<file path="config.mk">
export PLATFORM = sky130hd
export DESIGN_NAME = lsb_ram
export DESIGN_NICKNAME = d
export VERILOG_FILES = /design/src/sv/lsb_ram.sv
export SDC_FILE = /design/constraint.sdc
export NUM_CORES = 1
export LEC_CHECK = 0
export BUFFER_PORTS_ARGS = -buffer_cell sky130_fd_sc_hd__clkbuf_2
export CAP_MARGIN = 5
export CELL_PAD_IN_SITES_DETAIL_PLACEMENT = 0
export CELL_PAD_IN_SITES_GLOBAL_PLACEMENT = 1
export CORE_UTILIZATION = 35
export DETAILED_ROUTE_END_ITERATION = 10
export PLACE_DENSITY_LB_ADDON = 0.1
export REMOVE_ABC_BUFFERS = 1
export SYNTH_ARGS = -nofsm -noshare
export SYNTH_HDL_FRONTEND = slang
export SYNTH_SLANG_ARGS = --single-unit
</file>
<file path="constraint.sdc">
create_clock -name clk_i -period 1.8 [get_ports clk_i]
set_clock_uncertainty 0.05 [all_clocks]
set_input_delay 0.09 -clock clk_i [delete_from_list [all_inputs] [get_ports clk_i]]
set_output_delay 0.09 -clock clk_i [all_outputs]
set_load 0.02 [all_outputs]
</file>
<file path="src/sv/lsb_ram.sv">
`default_nettype none
module lsb_ram #(
  parameter int unsigned WIDTH = 8,
  parameter int unsigned DEPTH = 16
) (
  input  wire                      clk_i,
  input  wire                      we_i,
  input  wire                      re_i,
  input  wire  [$clog2(DEPTH)-1:0] addr_i,
  input  wire  [WIDTH-1:0]         wdata_i,
  output logic [WIDTH-1:0]         rdata_o
);

  logic [WIDTH-1:0] mem_q [DEPTH];

  always_ff @(posedge clk_i) begin
    if (we_i) begin
      mem_q[addr_i] <= wdata_i;
    end
    if (re_i) begin
      rdata_o <= mem_q[addr_i];
    end
  end

endmodule
`default_nettype wire

</file>
After elaboration in Yosys (flattened, before gate mapping)
Memories as Yosys holds them, arrays and structs flattened. A register that Yosys moved wholly into a read port is not among the register bits.
Cells that the tools add are included.
{ "totals": {"reg_bits": 0, "latchBits": 0, "ramBits": 128, "mem_bits_ro": 0, "in_bits": 15, "out_inout_bits": 8, "wordCells": 3, "n_memories": 1} }
{ "mem_list": {"columns": ["memory", "words", "width", "rd", "rd_ports_with_merged_regs", "write_ports", "line", "text"], "rows": [
  ["mem_q", 16, 8, 1, 1, 1, "14", "logic [WIDTH-1:0] mem_q [DEPTH];"]
]} }
{ "classes": {"add_sub_neg": 0, "multipliers": 0, "n_div": 0, "magnitude_cmp": 0, "eq_ne": 0, "shifts": 0, "mux": 2, "bitwise_logic": 0, "n_reduce_logical": 0} }
{ "op_table": {"columns": ["operator", "n"], "rows": [
  ["$mux W1", 2]
]} }

Longest topological paths before layout
{ "logic_depth": {"word_depth": 2, "ltp_mapped": 5, "mapped_depth_nobuf": 3} }

Worst setup path after synthesis
OpenSTA, ideal clock, no wires.
{ "synth_path": {"path_kind": "input port to flip-flop", "start": "input addr_i[2]", "end": "memory mem_q[0][0] (enable)", "setup_ps": 383, "arrival_ps": 1200, "required_ps": 1367, "slack_ps": 167, "path_stages": 2, "cell_sequence": "or3b_2 -> nor3_1"} }
{ "synth_rtl": {"columns": ["item", "line", "text"], "rows": [
  ["start: declaration", "9", "input wire [$clog2(DEPTH)-1:0] addr_i,"],
  ["end: declaration", "14", null]
]} }
No word-level cell before the write port.

==> impl_metrics.toml <==
[place]
dp.final_hpwl_um = 6780
gp_congestion = 0.740
port_buffers = 22

[critical_path]
worstSetupPathType = "register to register"
crit_buf_inv = 0
crit_arrival_ps = 1670
cp.required_ps = 1910
r2r-end = "rdata_o[1]"
r2r_cells = 3
slowest_stage = "mux4_2"
critPathCaptureType = "register"
path_cells = "mux4_2, a22oi_1, nand2_1"
worstReg2RegStart = "mem_q[7][1]"
critical_path.max_stage_delay_ps = 490
critPathTopFamily = "multiplexers"
r2r_setup_slack_ps = 240
cp_max_fo = 1
start_kind = "register"

[worst_hold_path]
holdPathStages = 1
holdCritStartpoint = "re_i"
min_to = "rdata_o[5]"
min_path_type = "input pin to register"

[clocking]
numCtsBuffers = 17
path_clk_slew_ps = 50
holdBufCountCts = 0
cts_tree = "done"
clk_path_buf_depth = 2
htreeDepth = 4
root_buffer = "clkbuf_16"
ctsResizeCount = 0
cts_setup_buffers = 0
clkLatencyLatePin_ps = 420
cts_sinks = 136

[drt]
drtAntennaViolNets = 0
post_drt_wl_per_cell_um = 20.7
drt_iter0_markers = 154
vias = 2377
wl_um = 9960
drc = 0
viasPerCell = 4.93
dr.pass1.iters = 4

[sta]
slew_headroom = 0.567
min_period_ps = 1560
final.period_utilization = 0.866
slew_viol_final = 0
rsz0062_at_grt = "no"
finalHoldViolCount = 0
fin_setup_tns_ps = 0
tightest_slew_ps = 649
fmax_mhz = 642
setup_viol = 0

[global_route]
grt_max_degree = 40
antenna_found_initial = 0
overflow = 0
grt_pass1_wl_um = 15400
grt_pass1_vias = 2547
grt_usage = 0.152

[die]
die_height_um = 123
start_util = 0.365
dieArea_um2 = 15200
num_rows = 43
num_io_pins = 23
core-area_um2 = 14100
die_w_um = 123

[logic_synthesis]
netlist_area_um2 = 5150
dominantRegCellSynth = "edfxtp_1"
synth-simple-area-share = 0.0316
yosysMostFrequentCell = "edfxtp_1"
synth_top_family_by_area = "multiplexers"
synth-seq-cells = 136
synth-edff-count = 136
synth_area_leaders = "edfxtp_1 79%, mux4_2 14%, a22oi_1 2.3%, nor2_1 0.95%, nand2_1 0.66%"
yosysWarnings = 0
synth_fa_ha_area_frac = 0
muxShareOfSynthArea = 0.140
synthXorXnorAreaFrac = 0
synth_top_area_frac = 0.793
yosysSeqAreaShare = 0.793
syn_inst = 230
synth_commonest_cells = "136 x edfxtp_1, 32 x mux4_2, 16 x a22oi_1, 13 x nor2_1, 9 x nand2_1"
synth_cell_type_count = 17
synth_compound_area_frac = 0.0233
yosysTopAreaCell = "edfxtp_1"
syn_avg_cell_area_um2 = 22.4
ys_async_sr_fraction = 0

[pwr]
pwr-share-clk = 0.447
p_int_mw = 5.72
power_frac_comb = 0.050
ir_worst_vdd_uv = 621
p_sw_mw = 1.42
p_per_area_nw_per_um2 = 1150
power.share.switching = 0.199
p_seq_frac = 0.503
power.leakage_nw = 2.06

[status]
status = "completed"

[cells_and_area]
syn2layout_area_growth_pct = 20.9
post-route-util = 0.442
final_layout_size_suffix_gt1_frac = 0.358
n_antenna_cell = 0
finalNetCount = 304

[job]
cap_violations = 0
how the worst max path moves through the flow:
| stage | startpoint | endpoint | slack [ps] | cells after the start |
|---|---|---|---|---|
| after global routing | mem_q[2][1] | rdata_o[1] | 160 | 3 |
| after floorplan | addr_i[2] | mem_q[0][0] | 170 | 2 |
| after global placement | addr_i[0] | rdata_o[2] | 50 | 5 |
| after detailed placement | addr_i[0] | rdata_o[1] | 60 | 5 |
| after CTS | mem_q[3][2] | rdata_o[2] | 240 | 3 |
| final | mem_q[7][1] | rdata_o[1] | 240 | 3 |
state kept, by name, indices dropped and copies added, names as in the netlist:
| register | cells |
|---|---|
| mem_q | 128 |
| rdata_o | 8 |
kinds of logic after synthesis:
kind of cell / after synthesis
AND/OR/NAND/NOR: 35
buffers and inverters: 11
multiplexers: 32
AO/OA/AOI/OAI: 16
flip-flops: 136
layout by cell type, fill, tap and decap left out:
master / Yosys / routed
nand3b_1: 2 / 2
nor2_1: 13 / 13
clkbuf_2: 1 / 22
nor3_1: 4 / 4
buf_12: 0 / 3
nor2b_1: 2 / 2
nand3_1: 1 / 1
clkinv_2: 0 / 3
buf_4: 0 / 26
clkinv_1: 0 / 5
clkbuf_1: 2 / 3
edfxtp_1: 136 / 136
nand2b_1: 2 / 2
or3b_2: 1 / 1
clkbuf_16: 0 / 17
and2_1: 1 / 1
nand2_1: 9 / 9
mux4_2: 32 / 32
clkinvlp_4: 0 / 2
a22oi_1: 16 / 16
bufinv_16: 0 / 2
metrics by stage:
stage                     cell area (um2)  worst slack (ps)  hold WS (ps)  power [mW]  std cells
after detailed placement             5680              58.5           472        4.02        450
after global routing                 6220               165          40.2        7.36        482
after floorplan                      5090               167           139        3.81        219
final                                6220               241          49.0        7.14        482
after global placement               5680              52.3           483        4.02        450
after CTS                            6220               242          21.2        7.24        482
area by class of cell:
class	count	area (um2)
fill	1241	7870
sequential	136	4080
multi-input combinational	83	1000
clock buffer	20	437
timing repair buffer	51	365
tap	180	225
clock inverter	12	109
power groups by stage:
| stage | sequential, mW | combinational [mW] | clock (mW) |
|---|---|---|---|
| finish | 3.59 | 0.358 | 3.19 |
| global route | 3.60 | 0.393 | 3.37 |
| CTS | 3.59 | 0.369 | 3.28 |
| detailed placement | 3.66 | 0.366 | 0 |
| global placement | 3.65 | 0.365 | 0 |
| floorplan | 3.67 | 0.146 | 0 |
worst reg2reg max path, delay by kind of cell, from the launching register on:
family / cells / cell delay (ps)
flops: 1 / 380
mux: 1 / 490
compound gates: 1 / 280
simple gates: 1 / 100
layer usage:
metal  vias to the layer above  track usage  wire, um
li1                       1081            -         -
met1                      1225        0.187      4390
met2                        55        0.240      4910
met3                        16       0.0484       442
met4                         0       0.0768       210
met5                         -            0         0
Power figures use the tool's default switching activity.
