<file path="config.mk">
export PLATFORM = sky130hd
export DESIGN_NAME = lsb_muldiv
export DESIGN_NICKNAME = d
export VERILOG_FILES = /design/src/sv/lsb_pkg.sv /design/src/sv/lsb_muldiv.sv
export SDC_FILE = /design/constraint.sdc
export NUM_CORES = 2
export LEC_CHECK = 0
export BUFFER_PORTS_ARGS = -buffer_cell sky130_fd_sc_hd__buf_2
export CAP_MARGIN = 20
export CORE_ASPECT_RATIO = 1.2
export CORE_UTILIZATION = 40
export DETAILED_ROUTE_END_ITERATION = 16
export HOLD_SLACK_MARGIN = 0.08
export PLACE_DENSITY = 0.61
export SLEW_MARGIN = 15
export SYNTH_ARGS = -nofsm -noshare
export SYNTH_HDL_FRONTEND = slang
export SYNTH_SLANG_ARGS = --single-unit
</file>
<file path="constraint.sdc">
create_clock -name clk_i -period 38.8 [get_ports clk_i]
set_clock_uncertainty 0.05 [all_clocks]
set_input_delay 9.7 -clock clk_i [delete_from_list [all_inputs] [get_ports clk_i]]
set_output_delay 9.7 -clock clk_i [all_outputs]
set_load 0.05 [all_outputs]
</file>
<file path="src/sv/lsb_pkg.sv">
`default_nettype none
package lsb_pkg;

  localparam int unsigned GRID_POINTS = 5001;
  localparam int unsigned IDXW = $clog2(GRID_POINTS);
  localparam int unsigned XW = IDXW + 16;
  localparam int unsigned DW = (XW > 24) ? XW : 24;

  localparam int unsigned CFG_IDXW = 2;
  localparam int unsigned CFG_DW = 20;

  localparam logic [24:0] W_ONE = 25'd16777216;
  localparam logic [23:0] LOW_SCALAR_LIMIT = 24'd196608;

  localparam logic [19:0] SCALAR_WIDTH_RST = 20'd65536;
  localparam logic [19:0] VECTOR_WIDTH_RST = 20'd65536;
  localparam logic        SUPPRESS_RST = 1'b1;
  localparam logic [15:0] GRID_STEP_RST = 16'd655;

  typedef enum logic [CFG_IDXW-1:0] {
    CFG_SCALAR_WIDTH = 2'd0,
    CFG_VECTOR_WIDTH = 2'd1,
    CFG_SUPPRESS     = 2'd2,
    CFG_GRID_STEP    = 2'd3
  } lsb_cfg_e;

  typedef enum logic {
    FUNC_ADD  = 1'b0,
    FUNC_READ = 1'b1
  } lsb_func_e;

  typedef enum logic [3:0] {
    S_CLEAR,
    S_IDLE,
    S_ADD_RD,
    S_ADD_WAIT,
    S_ADD_WR,
    S_RD_RAM,
    S_RD_DATA,
    S_RD_DIV,
    S_RESP
  } lsb_state_e;

  typedef enum logic [2:0] {
    W_IDLE,
    W_MUL,
    W_DEN,
    W_DIV,
    W_DONE
  } lsb_wphase_e;

  typedef enum logic [2:0] {
    M_IDLE,
    M_LO,
    M_HI,
    M_SUM,
    M_DIV,
    M_DONE
  } lsb_mphase_e;

  typedef struct packed {
    logic        func;
    logic [23:0] line_energy;
    logic [31:0] scalar_strength;
    logic [31:0] vector_strength;
    logic [12:0] grid_index;
  } lsb_req_t;

  typedef struct packed {
    logic [47:0] scalar_value;
    logic [47:0] vector_value;
    logic [47:0] scalar_peak;
    logic [12:0] scalar_peak_index;
    logic [47:0] vector_peak;
    logic [12:0] vector_peak_index;
    logic        saturated;
  } lsb_rsp_t;

endpackage
`default_nettype wire

</file>
<file path="src/sv/lsb_muldiv.sv">
`default_nettype none
module lsb_muldiv (
  input  wire         clk_i,
  input  wire         rst_ni,
  input  wire         start_i,
  input  wire  [31:0] a_i,
  input  wire  [47:0] b_i,
  input  wire  [47:0] den_i,
  output logic        done_o,
  output logic [47:0] q_o
);
  import lsb_pkg::*;

  lsb_mphase_e phase_q, phase_d;
  logic [6:0]  cnt_q, cnt_d;
  logic [31:0] a_q, a_d;
  logic [47:0] b_q, b_d;
  logic [47:0] den_q, den_d;
  logic [63:0] plo_q, plo_d;
  logic [47:0] phi_q, phi_d;
  logic [79:0] prod_q, prod_d;
  logic [47:0] rem_q, rem_d;
  logic [47:0] quo_q, quo_d;
  logic [48:0] trial;

  always_ff @(posedge clk_i or negedge rst_ni) begin
    if (!rst_ni) begin
      phase_q <= M_IDLE;
      cnt_q   <= '0;
    end else begin
      phase_q <= phase_d;
      cnt_q   <= cnt_d;
    end
  end

  always_ff @(posedge clk_i) begin
    a_q    <= a_d;
    b_q    <= b_d;
    den_q  <= den_d;
    plo_q  <= plo_d;
    phi_q  <= phi_d;
    prod_q <= prod_d;
    rem_q  <= rem_d;
    quo_q  <= quo_d;
  end

  always_comb begin
    phase_d = phase_q;
    cnt_d   = cnt_q;
    a_d     = a_q;
    b_d     = b_q;
    den_d   = den_q;
    plo_d   = plo_q;
    phi_d   = phi_q;
    prod_d  = prod_q;
    rem_d   = rem_q;
    quo_d   = quo_q;
    done_o  = 1'b0;
    trial   = {rem_q, prod_q[cnt_q]};
    unique case (phase_q)
      M_IDLE: begin
        if (start_i) begin
          a_d     = a_i;
          b_d     = b_i;
          den_d   = den_i;
          phase_d = M_LO;
        end
      end
      M_LO: begin
        plo_d   = 64'(a_q) * 64'(b_q[31:0]);
        phase_d = M_HI;
      end
      M_HI: begin
        phi_d   = 48'(a_q) * 48'(b_q[47:32]);
        phase_d = M_SUM;
      end
      M_SUM: begin
        prod_d  = 80'(plo_q) + {phi_q, 32'b0};
        rem_d   = '0;
        quo_d   = '0;
        cnt_d   = 7'd79;
        phase_d = M_DIV;
      end
      M_DIV: begin
        // The quotient keeps its low 48 bits only.
        if (trial >= {1'b0, den_q}) begin
          rem_d = 48'(trial - {1'b0, den_q});
          quo_d = {quo_q[46:0], 1'b1};
        end else begin
          rem_d = trial[47:0];
          quo_d = {quo_q[46:0], 1'b0};
        end
        if (cnt_q == '0) begin
          phase_d = M_DONE;
        end else begin
          cnt_d = cnt_q - 7'd1;
        end
      end
      M_DONE: begin
        done_o  = 1'b1;
        phase_d = M_IDLE;
      end
      default: phase_d = M_IDLE;
    endcase
  end

  assign q_o = quo_q;

endmodule
`default_nettype wire

</file>
Yosys cells after proc, flatten, opt, wreduce, memory -nomap -nowiden
Index checks and enable logic that the tools add are counted.

cells by class
  add/subtract/negate cells = 3
  multipliers = 2
  order comparisons = 2
  eq/ne operators = 8
  mux-type cells = 12
  reductions and logical operators = 6

operators with widths
  operator                                                    number
  case mux 48 bit (2 select lines)                            2
  adder 64 x 80 -> 80 bit                                     1
  multiplier 32 x 32 -> 64 bit                                1
  greater-or-equal comparator 49 x 48 -> 1 bit                1
  multiplier 32 x 16 -> 48 bit                                1
  2-to-1 mux 48 bit                                           1
  subtractor 48 bit                                           1
  case mux 3 bit (5 select lines)                             1
  case mux 7 bit (2 select lines)                             1
  less-than comparator 7 x 8 -> 1 bit, second input constant  1
  binary-select mux 1 bit (select 7 bit)                      1
  zero test 7 bit                                             1
  2-to-1 mux 7 bit                                            1
  subtractor 7 x 1 -> 7 bit, second input constant            1
  == test 3 x 2 -> 1 bit, second input constant               2
  == test 3 bit, second input constant                        2
  2-to-1 mux 3 bit                                            2
  != test 2 bit, second input constant                        3
  AND reduction 2 bit                                         3
  == test 3 x 1 -> 1 bit, second input constant               1
  zero test 3 bit                                             1
  2-to-1 mux 1 bit                                            3
  nonzero test 2 bit                                          1

storage, ports and cells
  bits in registers = 426
  input port bits = 131
  output and inout port bits = 49
  word-level logic and storage cells = 43

Longest topological paths before layout
  word-level depth = 5
  gate-level depth with buffers = 28
  depth with buffers taken out = 26

Worst setup path after synthesis
Ideal clock, no wire load.

  path type = input-to-reg
  start point = input start_i
  end point = register a_q[0], enable pin
  library setup time = 0.973 ns
  data arrival time = 22.550 ns
  data required time = 37.777 ns
  setup slack = 15.227 ns
  cell stages on the path = 1
  buffers on the path = 0
  path through = nor4b_1

on the way
  word-level cells in the longest chain between the ends = 1

RTL lines
  what                           RTL line          RTL
  start, declared                lsb_muldiv.sv:5   input wire start_i,
  AND reduction 2 bit (no line)  -
  end signal, assigned           lsb_muldiv.sv:37  a_q <= a_d;
  end, declared                  lsb_muldiv.sv:16  logic [31:0] a_q, a_d;

No other way between the ends.
A chain may end at the register's enable or synchronous reset.

Worst setup path in the final report
  start point = register phase_q[2]
  end point = output done_o

on the way
  word-level cells in the longest chain between the ends = 2

RTL lines
  what                    RTL line          RTL
  start, declared         lsb_muldiv.sv:14  lsb_mphase_e phase_q, phase_d;
  start signal, assigned  lsb_muldiv.sv:31  phase_q <= phase_d;
  == test 3 bit           lsb_muldiv.sv:60  unique case (phase_q)
  2-to-1 mux 1 bit        lsb_muldiv.sv:60
  end, declared           lsb_muldiv.sv:9   output logic done_o,

No other way between the ends.

==> run metrics <==
status finished, final reports clean; Worst Reg-to-Reg Cells 24; DP Wirelength approximately 130 mm; antenna violations before repair 7; type of the worst setup path reg -> out; Setup crit start phase_q[2]$_DFFE_PN0P_; Final min period 11820 ps; pins over their slew limit 0; Via Count roughly 48k; Clock Tree Buf Depth 3; CP Max Fanout between 50 and 60; Clk Latency, worst-skew pair 710 ps; Cell variety after synth 89; Hold Path Depth 0; Reg-to-Reg End plo_q[61]$_DFFE_PP_; Setup-failing EPs final 0; critical path arrival 2070 ps; synthesized flop and latch total 426; WL final 178 mm; post-CTS resize count 0; Fin Hold WS about 360 ps; Worst Tran Pin Value between 1000 and 1500 ps; sequential area share after synthesis 0.185; Antenna Violating Nets Remaining 0; Post-synth ARST share 0.0235; Pre-Repair DR Iteration Count 6; First DRT Iteration DRCs 2648; vias in the first global route ~53k; CP endpoint done_o; clk slew on worst S/H paths about 60 ps; TritonCTS Buffers 55; total track usage 0.210; Post-synth EDFFs 416; CTS Sinks 426; CP endpoint kind output port; Startpoint Class flop; Peak Freq about 85 MHz; gpl congestion between 0.8 and 0.9; final layout net count ~9k; die height 457 microns; post-CTS setup buffers 0; CTS tree built; Top FF cell, synth edfxtp_1; Die ar. roughly 170000 sq um; min-delay worst type reg -> reg; port bufs between 150 and 200; Mapped Area just under 70000 sq um; layout cells sized above 1 0.0620; CTS Root Cell clkbuf_16; io pins 180; slew margin rel. 0.237; worst r2r src a_q[10]$_DFFE_PP_; Period Utilization, post-route 0.305; first-pass GRT wire length slightly below 300 mm; DR WL/cell about 19 microns; cts hold-fix bufs 0; htree depth 2; TNS Setup 0 ps; Avg Cell Area, Syn 9.89 sq um; Vias/cell roughly 5.2; YS warnings 0; Die Wd approximately 380 microns; core area between 150000 and 200000 sq um; RSZ-0062 raised after global routing false; total grt overflow 0; Synthesized Nets between 8k and 9k; P&R area growth vs syn 7.19%; Initial Utilization 0.403; Post-route DRC 0; FP Rows between 150 and 200; r2r setup slk 29570 ps; filler instances approximately 16k; WP data required between 20000 and 30000 ps; largest net degree at the start of global routing 75; Mapped Cells around 7k; maxcap violations 0; final hold violations 0
==> synthesized netlist by cell type (all sizes together) (10+ instances only) <==
| cell type | number | area, sq um |
|---|---|---|
| inv | 1337 | 5020 |
| fa | 1316 | 26300 |
| nand2 | 934 | 3510 |
| and2 | 752 | 4710 |
| ha | 465 | 5820 |
| edfxtp | 416 | 12500 |
| clkbuf | 359 | 1350 |
| a21oi | 200 | 1000 |
| nor2 | 143 | 544 |
| xnor2 | 116 | 1020 |
| a21o | 115 | 867 |
| o21ai | 97 | 489 |
| and3 | 76 | 478 |
| xor2 | 61 | 534 |
| nand3 | 54 | 270 |
| nor3 | 45 | 230 |
| mux2i | 37 | 370 |
| nand4 | 30 | 188 |
| nor2b | 29 | 181 |
| buf | 28 | 139 |
| mux4 | 26 | 586 |
| nand2b | 26 | 163 |
| o211ai | 26 | 195 |
| o21bai | 26 | 195 |
| a31oi | 24 | 150 |
| o21a | 19 | 143 |
| a211oi | 18 | 135 |
| nor4 | 15 | 93.8 |
| or3 | 13 | 81.3 |
| a311o | 11 | 110 |
| a21boi | 10 | 75.1 |
| dfrtp | 10 | 250 |
==> layout make-up <==
cell class / count / area (sq um) / area share
diodes: 3 / 7.51 / 0.000102
clock buffers: 63 / 1460 / 0.0197
clock inverters: 41 / 494 / 0.00669
inverters: 1339 / 5030 / 0.0680
multi-input cells: 4823 / 49700 / 0.673
flip-flops and latches: 426 / 12700 / 0.172
well taps: 2268 / 2840 / 0.0384
repair buffers: 275 / 1620 / 0.0219
==> layout by cell type, fill, tap and decap left out, types with 10 or more instances in the layout <==
| cell | n |
|---|---|
| and3_1 | 74 |
| edfxtp_1 | 416 |
| nand2b_1 | 26 |
| nor3_1 | 44 |
| nor2b_1 | 29 |
| inv_6 | 10 |
| a31oi_1 | 24 |
| a21o_1 | 112 |
| a211oi_1 | 18 |
| nand2_1 | 933 |
| xor2_1 | 61 |
| a311o_1 | 11 |
| nand3_1 | 54 |
| mux2i_1 | 37 |
| buf_2 | 179 |
| o21ai_1 | 15 |
| mux4_2 | 26 |
| clkbuf_16 | 56 |
| buf_4 | 96 |
| clkinv_2 | 10 |
| nand4_1 | 30 |
| xnor2_1 | 116 |
| o21ai_0 | 81 |
| fa_1 | 1316 |
| and2_1 | 751 |
| o21a_1 | 18 |
| nor4_1 | 15 |
| a21oi_1 | 200 |
| ha_1 | 465 |
| o211ai_1 | 26 |
| or3_1 | 13 |
| o21bai_1 | 26 |
| inv_1 | 1336 |
| nor2_1 | 141 |
==> flip-flops by register name, indices dropped and copies added (netlist names) <==
name and flops:
prod_q 80, den_q 48, phi_q 48, plo_q 64
rem_q 48, a_q 32, q_o 48, phase_q 3
b_q 48, cnt_q 7
==> critical path: stages (launching register included) <==
cell     delay (ps)
dfrtp_2         860
and3b_1         260
buf_2           270
==> routing by layer <==
metal,GRT usage,wire [microns],up-vias,share of wire
met5,0,0,-,0
met4,0.0651,5340,0,0.030
met3,0.0237,9890,291,0.056
met2,0.370,89500,1409,0.50
met1,0.267,73200,25100,0.41
li1,-,-,21500,-
==> kinds of logic after synthesis <==
| kind of cell | after synthesis | share of synthesized area |
|---|---|---|
| compound gates | 643 | 0.0615 |
| xor+xnor | 177 | 0.0225 |
| fa+ha+maj | 1781 | 0.466 |
| buf+inv | 1726 | 0.0945 |
| flops | 426 | 0.185 |
| mux | 66 | 0.0144 |
| simple gates | 2156 | 0.156 |
==> through the flow <==
stage	area, sq um	instances	setup slack (ps)	utilization
4_1_cts	73900	9235	26930	0.432
3_5_place_dp	72000	9131	26790	0.421
6_report	73900	9238	26980	0.432
3_3_place_gp	72000	9131	26820	0.421
2_1_floorplan	69000	6975	15230	-
5_1_grt	73900	9236	26850	0.432
==> worst min path at each step <==
stage / start / end
2_1_floorplan: plo_q[0]$_DFFE_PP_ / prod_q[0]$_DFFE_PP_
3_3_place_gp: plo_q[17]$_DFFE_PP_ / prod_q[17]$_DFFE_PP_
3_5_place_dp: plo_q[15]$_DFFE_PP_ / prod_q[15]$_DFFE_PP_
4_1_cts: plo_q[15]$_DFFE_PP_ / prod_q[15]$_DFFE_PP_
5_1_grt: plo_q[31]$_DFFE_PP_ / prod_q[31]$_DFFE_PP_
6_report: plo_q[19]$_DFFE_PP_ / prod_q[19]$_DFFE_PP_
Power is not shown: default switching activity piles up to over one toggle a cycle in this logic, so the estimate is an artifact.
