$ cat config.mk
export PLATFORM = sky130hd
export DESIGN_NAME = lsb_weight
export DESIGN_NICKNAME = d
export VERILOG_FILES = /design/src/sv/lsb_pkg.sv /design/src/sv/lsb_weight.sv
export SDC_FILE = /design/constraint.sdc
export NUM_CORES = 2
export LEC_CHECK = 0
export BUFFER_PORTS_ARGS = -buffer_cell sky130_fd_sc_hd__clkbuf_2
export CAP_MARGIN = 20
export CORE_UTILIZATION = 43
export CTS_BUF_LIST = sky130_fd_sc_hd__clkbuf_2
export DETAILED_ROUTE_END_ITERATION = 7
export PLACE_DENSITY_LB_ADDON = 0.08
export SLEW_MARGIN = 25
export SYNTH_ARGS = -nofsm -noshare
export SYNTH_HDL_FRONTEND = slang
export SYNTH_SLANG_ARGS = --single-unit
export TNS_END_PERCENT = 20
$ cat constraint.sdc
create_clock -name clk_i -period 10.8 [get_ports clk_i]
set_input_delay 1.08 -clock clk_i [delete_from_list [all_inputs] [get_ports clk_i]]
set_output_delay 1.08 -clock clk_i [all_outputs]
set_load 0.005 [all_outputs]
$ cat src/sv/lsb_pkg.sv
`default_nettype none
package lsb_pkg;

  localparam int unsigned GRID_POINTS = 5001;
  localparam int unsigned IDXW = $clog2(GRID_POINTS);
  localparam int unsigned XW = IDXW + 16;
  localparam int unsigned DW = (XW > 24) ? XW : 24;

  localparam int unsigned CFG_IDXW = 2;
  localparam int unsigned CFG_DW = 20;

  localparam logic [24:0] W_ONE = 25'd16777216;
  localparam logic [23:0] LOW_SCALAR_LIMIT = 24'd196608;

  localparam logic [19:0] SCALAR_WIDTH_RST = 20'd65536;
  localparam logic [19:0] VECTOR_WIDTH_RST = 20'd65536;
  localparam logic        SUPPRESS_RST = 1'b1;
  localparam logic [15:0] GRID_STEP_RST = 16'd655;

  typedef enum logic [CFG_IDXW-1:0] {
    CFG_SCALAR_WIDTH = 2'd0,
    CFG_VECTOR_WIDTH = 2'd1,
    CFG_SUPPRESS     = 2'd2,
    CFG_GRID_STEP    = 2'd3
  } lsb_cfg_e;

  typedef enum logic {
    FUNC_ADD  = 1'b0,
    FUNC_READ = 1'b1
  } lsb_func_e;

  typedef enum logic [3:0] {
    S_CLEAR,
    S_IDLE,
    S_ADD_RD,
    S_ADD_WAIT,
    S_ADD_WR,
    S_RD_RAM,
    S_RD_DATA,
    S_RD_DIV,
    S_RESP
  } lsb_state_e;

  typedef enum logic [2:0] {
    W_IDLE,
    W_MUL,
    W_DEN,
    W_DIV,
    W_DONE
  } lsb_wphase_e;

  typedef enum logic [2:0] {
    M_IDLE,
    M_LO,
    M_HI,
    M_SUM,
    M_DIV,
    M_DONE
  } lsb_mphase_e;

  typedef struct packed {
    logic        func;
    logic [23:0] line_energy;
    logic [31:0] scalar_strength;
    logic [31:0] vector_strength;
    logic [12:0] grid_index;
  } lsb_req_t;

  typedef struct packed {
    logic [47:0] scalar_value;
    logic [47:0] vector_value;
    logic [47:0] scalar_peak;
    logic [12:0] scalar_peak_index;
    logic [47:0] vector_peak;
    logic [12:0] vector_peak_index;
    logic        saturated;
  } lsb_rsp_t;

endpackage
`default_nettype wire

$ cat src/sv/lsb_weight.sv
`default_nettype none
module lsb_weight (
  input  wire                      clk_i,
  input  wire                      rst_ni,
  input  wire                      start_i,
  input  wire  [lsb_pkg::DW-1:0]   d_i,
  input  wire  [39:0]              g2_i,
  output logic                     done_o,
  output logic [24:0]              w_o
);
  import lsb_pkg::*;

  lsb_wphase_e phase_q, phase_d;
  logic [DW-1:0] d_q, d_d;
  logic [61:0]   dd_q, dd_d;
  logic          far_q, far_d;
  logic [63:0]   den_q, den_d;
  logic          zero_q, zero_d;
  logic          one_q, one_d;
  logic [63:0]   rem_q, rem_d;
  logic [24:0]   quo_q, quo_d;
  logic [4:0]    cnt_q, cnt_d;
  logic [63:0]   d64;
  logic [64:0]   sum65;
  logic [64:0]   trial;

  always_ff @(posedge clk_i or negedge rst_ni) begin
    if (!rst_ni) begin
      phase_q <= W_IDLE;
      cnt_q   <= '0;
    end else begin
      phase_q <= phase_d;
      cnt_q   <= cnt_d;
    end
  end

  always_ff @(posedge clk_i) begin
    d_q    <= d_d;
    dd_q   <= dd_d;
    far_q  <= far_d;
    den_q  <= den_d;
    zero_q <= zero_d;
    one_q  <= one_d;
    rem_q  <= rem_d;
    quo_q  <= quo_d;
  end

  always_comb begin
    phase_d = phase_q;
    cnt_d   = cnt_q;
    d_d     = d_q;
    dd_d    = dd_q;
    far_d   = far_q;
    den_d   = den_q;
    zero_d  = zero_q;
    one_d   = one_q;
    rem_d   = rem_q;
    quo_d   = quo_q;
    done_o  = 1'b0;
    d64     = 64'(d_q);
    sum65   = {1'b0, dd_q, 2'b00} + 65'(g2_i);
    trial   = {rem_q, ((cnt_q == 5'd24) ? g2_i[0] : 1'b0)};
    unique case (phase_q)
      W_IDLE: begin
        if (start_i) begin
          d_d     = d_i;
          phase_d = W_MUL;
        end
      end
      W_MUL: begin
        dd_d    = 62'(d64[30:0]) * 62'(d64[30:0]);
        far_d   = |d64[63:31];
        phase_d = W_DEN;
      end
      W_DEN: begin
        den_d   = sum65[63:0];
        zero_d  = far_q | sum65[64];
        one_d   = (sum65 == '0);
        rem_d   = 64'(g2_i >> 1);
        quo_d   = '0;
        cnt_d   = 5'd24;
        phase_d = W_DIV;
      end
      W_DIV: begin
        if (trial >= {1'b0, den_q}) begin
          rem_d = 64'(trial - {1'b0, den_q});
          quo_d = {quo_q[23:0], 1'b1};
        end else begin
          rem_d = trial[63:0];
          quo_d = {quo_q[23:0], 1'b0};
        end
        if (cnt_q == '0) begin
          phase_d = W_DONE;
        end else begin
          cnt_d = cnt_q - 5'd1;
        end
      end
      W_DONE: begin
        done_o  = 1'b1;
        phase_d = W_IDLE;
      end
      default: phase_d = W_IDLE;
    endcase
  end

  assign w_o = zero_q ? '0 : (one_q ? W_ONE : quo_q);

endmodule
`default_nettype wire

**Word level (Yosys, flattened, before mapping)**

Cells that the tools add are included.
W data, S select, Z words.

- Flip-flop bits (word level): 250
- Input port bits: 72
- Logic and storage cells: 42

- Add/subtract/negate cells: 3
- Multipliers: 1
- $lt $le $gt $ge: 1
- Equality and inequality tests: 8
- Muxes and demuxes: 13
- Reductions and logical operators: 7

Operators with widths:

| kind | number |
|---|---|
| $pmux W64 S2 | 1 |
| $ge A65 B64 Y1 | 1 |
| $logic_not A65 Y1 | 1 |
| $mux W64 | 1 |
| $sub A64 B64 Y64 | 1 |
| $add A60 B40 Y61 | 1 |
| $mul A29 B29 Y58 | 1 |
| $mux W25 | 2 |
| $pmux W25 S2 | 1 |
| $pmux W3 S4 | 1 |
| $pmux W5 S2 | 1 |
| $eq A3 B2 Y1 const B | 2 |
| $mux W3 | 2 |
| $ne A2 B2 Y1 const B | 3 |
| $reduce_and A2 Y1 | 3 |
| $eq A5 B5 Y1 const B | 1 |
| $logic_not A5 Y1 | 1 |
| $mux W5 | 1 |
| $sub A5 B1 Y5 const B | 1 |
| $eq A3 B1 Y1 const B | 1 |
| $eq A3 B3 Y1 const B | 1 |
| $logic_not A3 Y1 | 1 |
| $mux W1 | 3 |
| $reduce_bool A2 Y1 | 1 |

**Depth between registers and ports, before layout**

- Word-level depth: 5
- Depth in mapped cells: 32
- Mapped depth without buffers: 30

**Least setup slack after synthesis**

OpenSTA, ideal clock, no wires.

- Kind: flip-flop to flip-flop
- Start point: reg d_q[17]
- End point: reg dd_q[57], data pin
- Arrival: 7,705 ps
- Setup slack: 2,835 ps
- Stages on the path, launching flop included: 30
- Period minus slack after synthesis: 7,965 ps
- Cells stage by stage: edfxtp_1 -> clkbuf_1 -> clkbuf_1 -> nand2_1 -> fa_1 -> inv_1 -> fa_1 -> inv_1 -> fa_1 -> fa_1 -> inv_1 -> fa_1 -> fa_1 -> fa_1 -> inv_1 -> fa_1 -> inv_1 -> ha_1 -> and3_1 -> clkbuf_1 -> and3_1 -> and4_1 -> a22oi_1 -> o211ai_1 -> a41oi_1 -> o31a_1 -> a311oi_1 -> a41o_1 -> a21oi_1 -> xnor2_1

- Cells in the longest elaborated chain, start to end: 1

Ends and longest elaborated chain:

| what | line | RTL |
|---|---|---|
| start: declaration | lsb_weight.sv:14 | `logic [DW-1:0] d_q, d_d;` |
| start signal: assignment | lsb_weight.sv:38 | `d_q <= d_d;` |
| $mul A29 B29 Y58 | lsb_weight.sv:71 | `dd_d = 62'(d64[30:0]) * 62'(d64[30:0]);` |
| end signal: assignment | lsb_weight.sv:39 | `dd_q <= dd_d;` |
| end: declaration | lsb_weight.sv:15 | `logic [61:0] dd_q, dd_d;` |

Every way passes these cells.
A chain may end at the register's enable or synchronous reset.

**Worst setup path in the final report**

- Start point: reg d_q[15]
- End point: reg dd_q[45], data pin

The elaborated chain is that of the path after synthesis.

==> impl_metrics.json <==
{
  "yosys.area.top_type": "fa_1",
  "criticalPathCategory": "reg -> reg",
  "crit_required_ps": 11640,
  "core-area_sq_mm": 0.0918,
  "yosysSeqAreaShare_pct": 18.3,
  "synth_nets": 5290,
  "status": "completed",
  "fill_cells": 9017,
  "yosys_warnings": 0,
  "stdcell_area_sq_mm": 0.0428,
  "antenna_found_initial": 4,
  "max_cap_violations": 0,
  "portBuffers": 97,
  "post_drt_wl_per_cell_um": 19.0,
  "synth_edf_count": 237,
  "hp-start": "g2_i[0]",
  "place_congestion": 0.926,
  "gr-total-overflow": 0,
  "h-tree-depth": 3,
  "grt_pass1_vias": 29800,
  "synth_cell_type_count": 90,
  "worst-endpoint-arrival_ps": 9890,
  "async_flop_share_pct": 3.27,
  "finalCritPeriodShare_pct": 83.8,
  "r2r_slack_ps": 1750,
  "period_minus_slack_ps": 9050,
  "min-delay-path-class": "in -> reg",
  "final_nets": 5394,
  "fmax_ghz": 0.110,
  "netlist_area_sq_mm": 0.0399,
  "tns_ps": 0,
  "slowest_stage": "edfxtp_1",
  "viasPerCell": 5.07,
  "ys_ff_latch": 245,
  "yosys-top-cells-area": "fa_1 33%, edfxtp_1 18%, ha_1 11%, inv_1 8.9%, nand2_1 3.8%",
  "fin_cells": 5610,
  "syn_avg_cell_area_sq_um": 9.48,
  "clk_path_buf_depth": 3,
  "drt_iter0_markers": 1645,
  "cpMostUsedCell": "fa_1",
  "clk_pin_slew_worst_paths_ps": 90,
  "cts_tree": "done",
  "cts_buffers": 75,
  "slew_headroom_pct": 36.6,
  "die_h_um": 307,
  "start_util_pct": 43.4,
  "ant_nets": 0,
  "drtPass1Iterations": 5,
  "fp.dieW_um": 307,
  "crit_path_max_incr_delay_ps": 800,
  "place_area_sq_mm": 0.0417,
  "path_buf_inv": 6,
  "cts_setup_buffers": 0,
  "place_inst": 5444,
  "cp_max_fo": 16,
  "grt_pass1_wl_um": 169000,
  "synth_top_area_share_pct": 32.8,
  "start_kind": "register",
  "ys.flop_type": "edfxtp_1",
  "endpoint_kind": "register",
  "postSynthCellCount": 4206,
  "io_pins": 98,
  "cts-root-buf": "clkbuf_2",
  "drcViolationCount": 0,
  "timing.rr.start": "d_q[15]$_DFFE_PP_",
  "cts.sinks": 245,
  "setup_viol": 0,
  "die_area_sq_mm": 0.0940,
  "crit_path_start": "d_q[15]$_DFFE_PP_",
  "rsz0062_at_grt": "false",
  "path_delay_family": "adder cells",
  "vias": 28400,
  "final_core_util_pct": 46.6,
  "final_layout_size_suffix_gt1_share_pct": 7.08,
  "dpl.hpwl_um": 85900,
  "hold_viol": 0,
  "wirelength_um": 106000,
  "grt_max_degree": 69,
  "clk_latency_ps": 1260,
  "num_rows": 111,
  "fin_skew_ps": 197,
  "finalMaxSlewViolations": 0,
  "syn_to_final_growth_pct": 7.18,
  "grt_use_total_pct": 23.3,
  "tightest_slew_ps": 945
}
[layout by cell type, fill, tap and decap left out, drive strengths merged, types with 7 or more instances in the layout]
cell,n
nor3b,7
a221oi,12
a31oi,42
and3,56
mux2i,11
clkinv,18
a31o,8
clkbuf,202
o21ai,98
a21oi,176
buf,44
nand2b,17
dlygate4sd3,32
a21o,97
nor3,39
nor2,168
ha,358
nand3,46
o211a,7
and2,191
edfxtp,237
o21bai,18
o22ai,7
o211ai,7
dfrtp,8
o31a,10
or3,15
inv,953
a311oi,9
o31ai,16
xor2,70
o21a,17
a211oi,24
xnor2,107
nand4,33
nor2b,44
or2,8
fa,654
nor4,14
nand2,409
[through the flow]
step                      worst slack [ps]  hold slack, ps
after global routing                  1250            52.7
after floorplan                       2840             483
after global placement                1770             507
after CTS                             1670            7.90
final                                 1750             170
after detailed placement              1730             527
[synth_stat cells (all sizes together), types with 17 or more instances]
| library cell | n |
|---|---|
| and2 | 191 |
| a21o | 97 |
| clkbuf | 130 |
| nor2 | 168 |
| fa | 654 |
| nor2b | 44 |
| a211oi | 24 |
| nor3 | 39 |
| xor2 | 70 |
| nand2 | 409 |
| o21ai | 98 |
| nand3 | 46 |
| o21bai | 18 |
| ha | 358 |
| o21a | 17 |
| a21oi | 176 |
| xnor2 | 107 |
| a31oi | 42 |
| inv | 949 |
| and3 | 56 |
| edfxtp | 237 |
| nand2b | 17 |
| nand4 | 33 |
[kinds of logic after synthesis]
family / share of synthesized area (%)
buf+inv: 10.4
simple gates: 13.1
fa+ha+maj: 44.1
compound gates: 9.85
flops: 18.3
xor+xnor: 3.89
mux: 0.361
[worst paths after layout]
kind,endpoint,cells past startpoint
setup / recovery,dd_q[45]$_DFFE_PP_,26
hold / removal,den_q[0]$_DFFE_PP_,1
setup reg to reg,dd_q[45]$_DFFE_PP_,26
hold reg to reg,quo_q[4]$_SDFFCE_PN0N_,1
max in group asynchronous,cnt_q[4]$_DFFE_PN0P_,2
min in group asynchronous,cnt_q[3]$_DFFE_PN0P_,2
[registers in the layout, indices dropped and copies added (netlist names)]
name,cells
dd_q,57
quo_q,25
d_q,29
cnt_q,5
den_q,61
rem_q,64
one_q,1
phase_q,3
[layer usage]
metal / part of all wire (%) / vias up / track usage, %
met2: 45 / 699 / 36.6
met3: 5.6 / 147 / 4.14
li1: - / 13600 / -
met1: 47 / 13900 / 32.9
met4: 2.8 / 4 / 6.81
met5: 0.024 / - / 0
[repair_timing]
| action | 4_1_cts | 5_1_grt |
|---|---|---|
| hold endpoints to repair | 39 | 0 |
| hold buffers | 32 | 0 |
| gates resized for setup | 0 | 0 |
[cell type report]
| type | instances | area (sq um) | area share [%] |
|---|---|---|---|
| Timing Repair Buffer | 173 | 1140 | 2.66 |
| Sequential cell | 245 | 7320 | 17.1 |
| Inverter | 950 | 3570 | 8.34 |
| Tap cell | 1243 | 1560 | 3.64 |
| Multi-Input combinational cell | 2865 | 28500 | 66.6 |
| Antenna cell | 5 | 12.5 | 0.0293 |
| Clock buffer | 105 | 526 | 1.23 |
| Clock inverter | 24 | 176 | 0.413 |
[worst reg2reg max path, delay by kind of cell (launching register included)]
family	cells	cell delay (ps)
buffers and inverters	6	730
adders and majority gates	9	4460
xor gates and xnor gates	1	70
DFF	1	800
and+or+nand+nor	4	920
AOI/OAI and AO/OA	6	1670
Power is not shown: default switching activity piles up to over one toggle a cycle in this logic, so the estimate is an artifact.
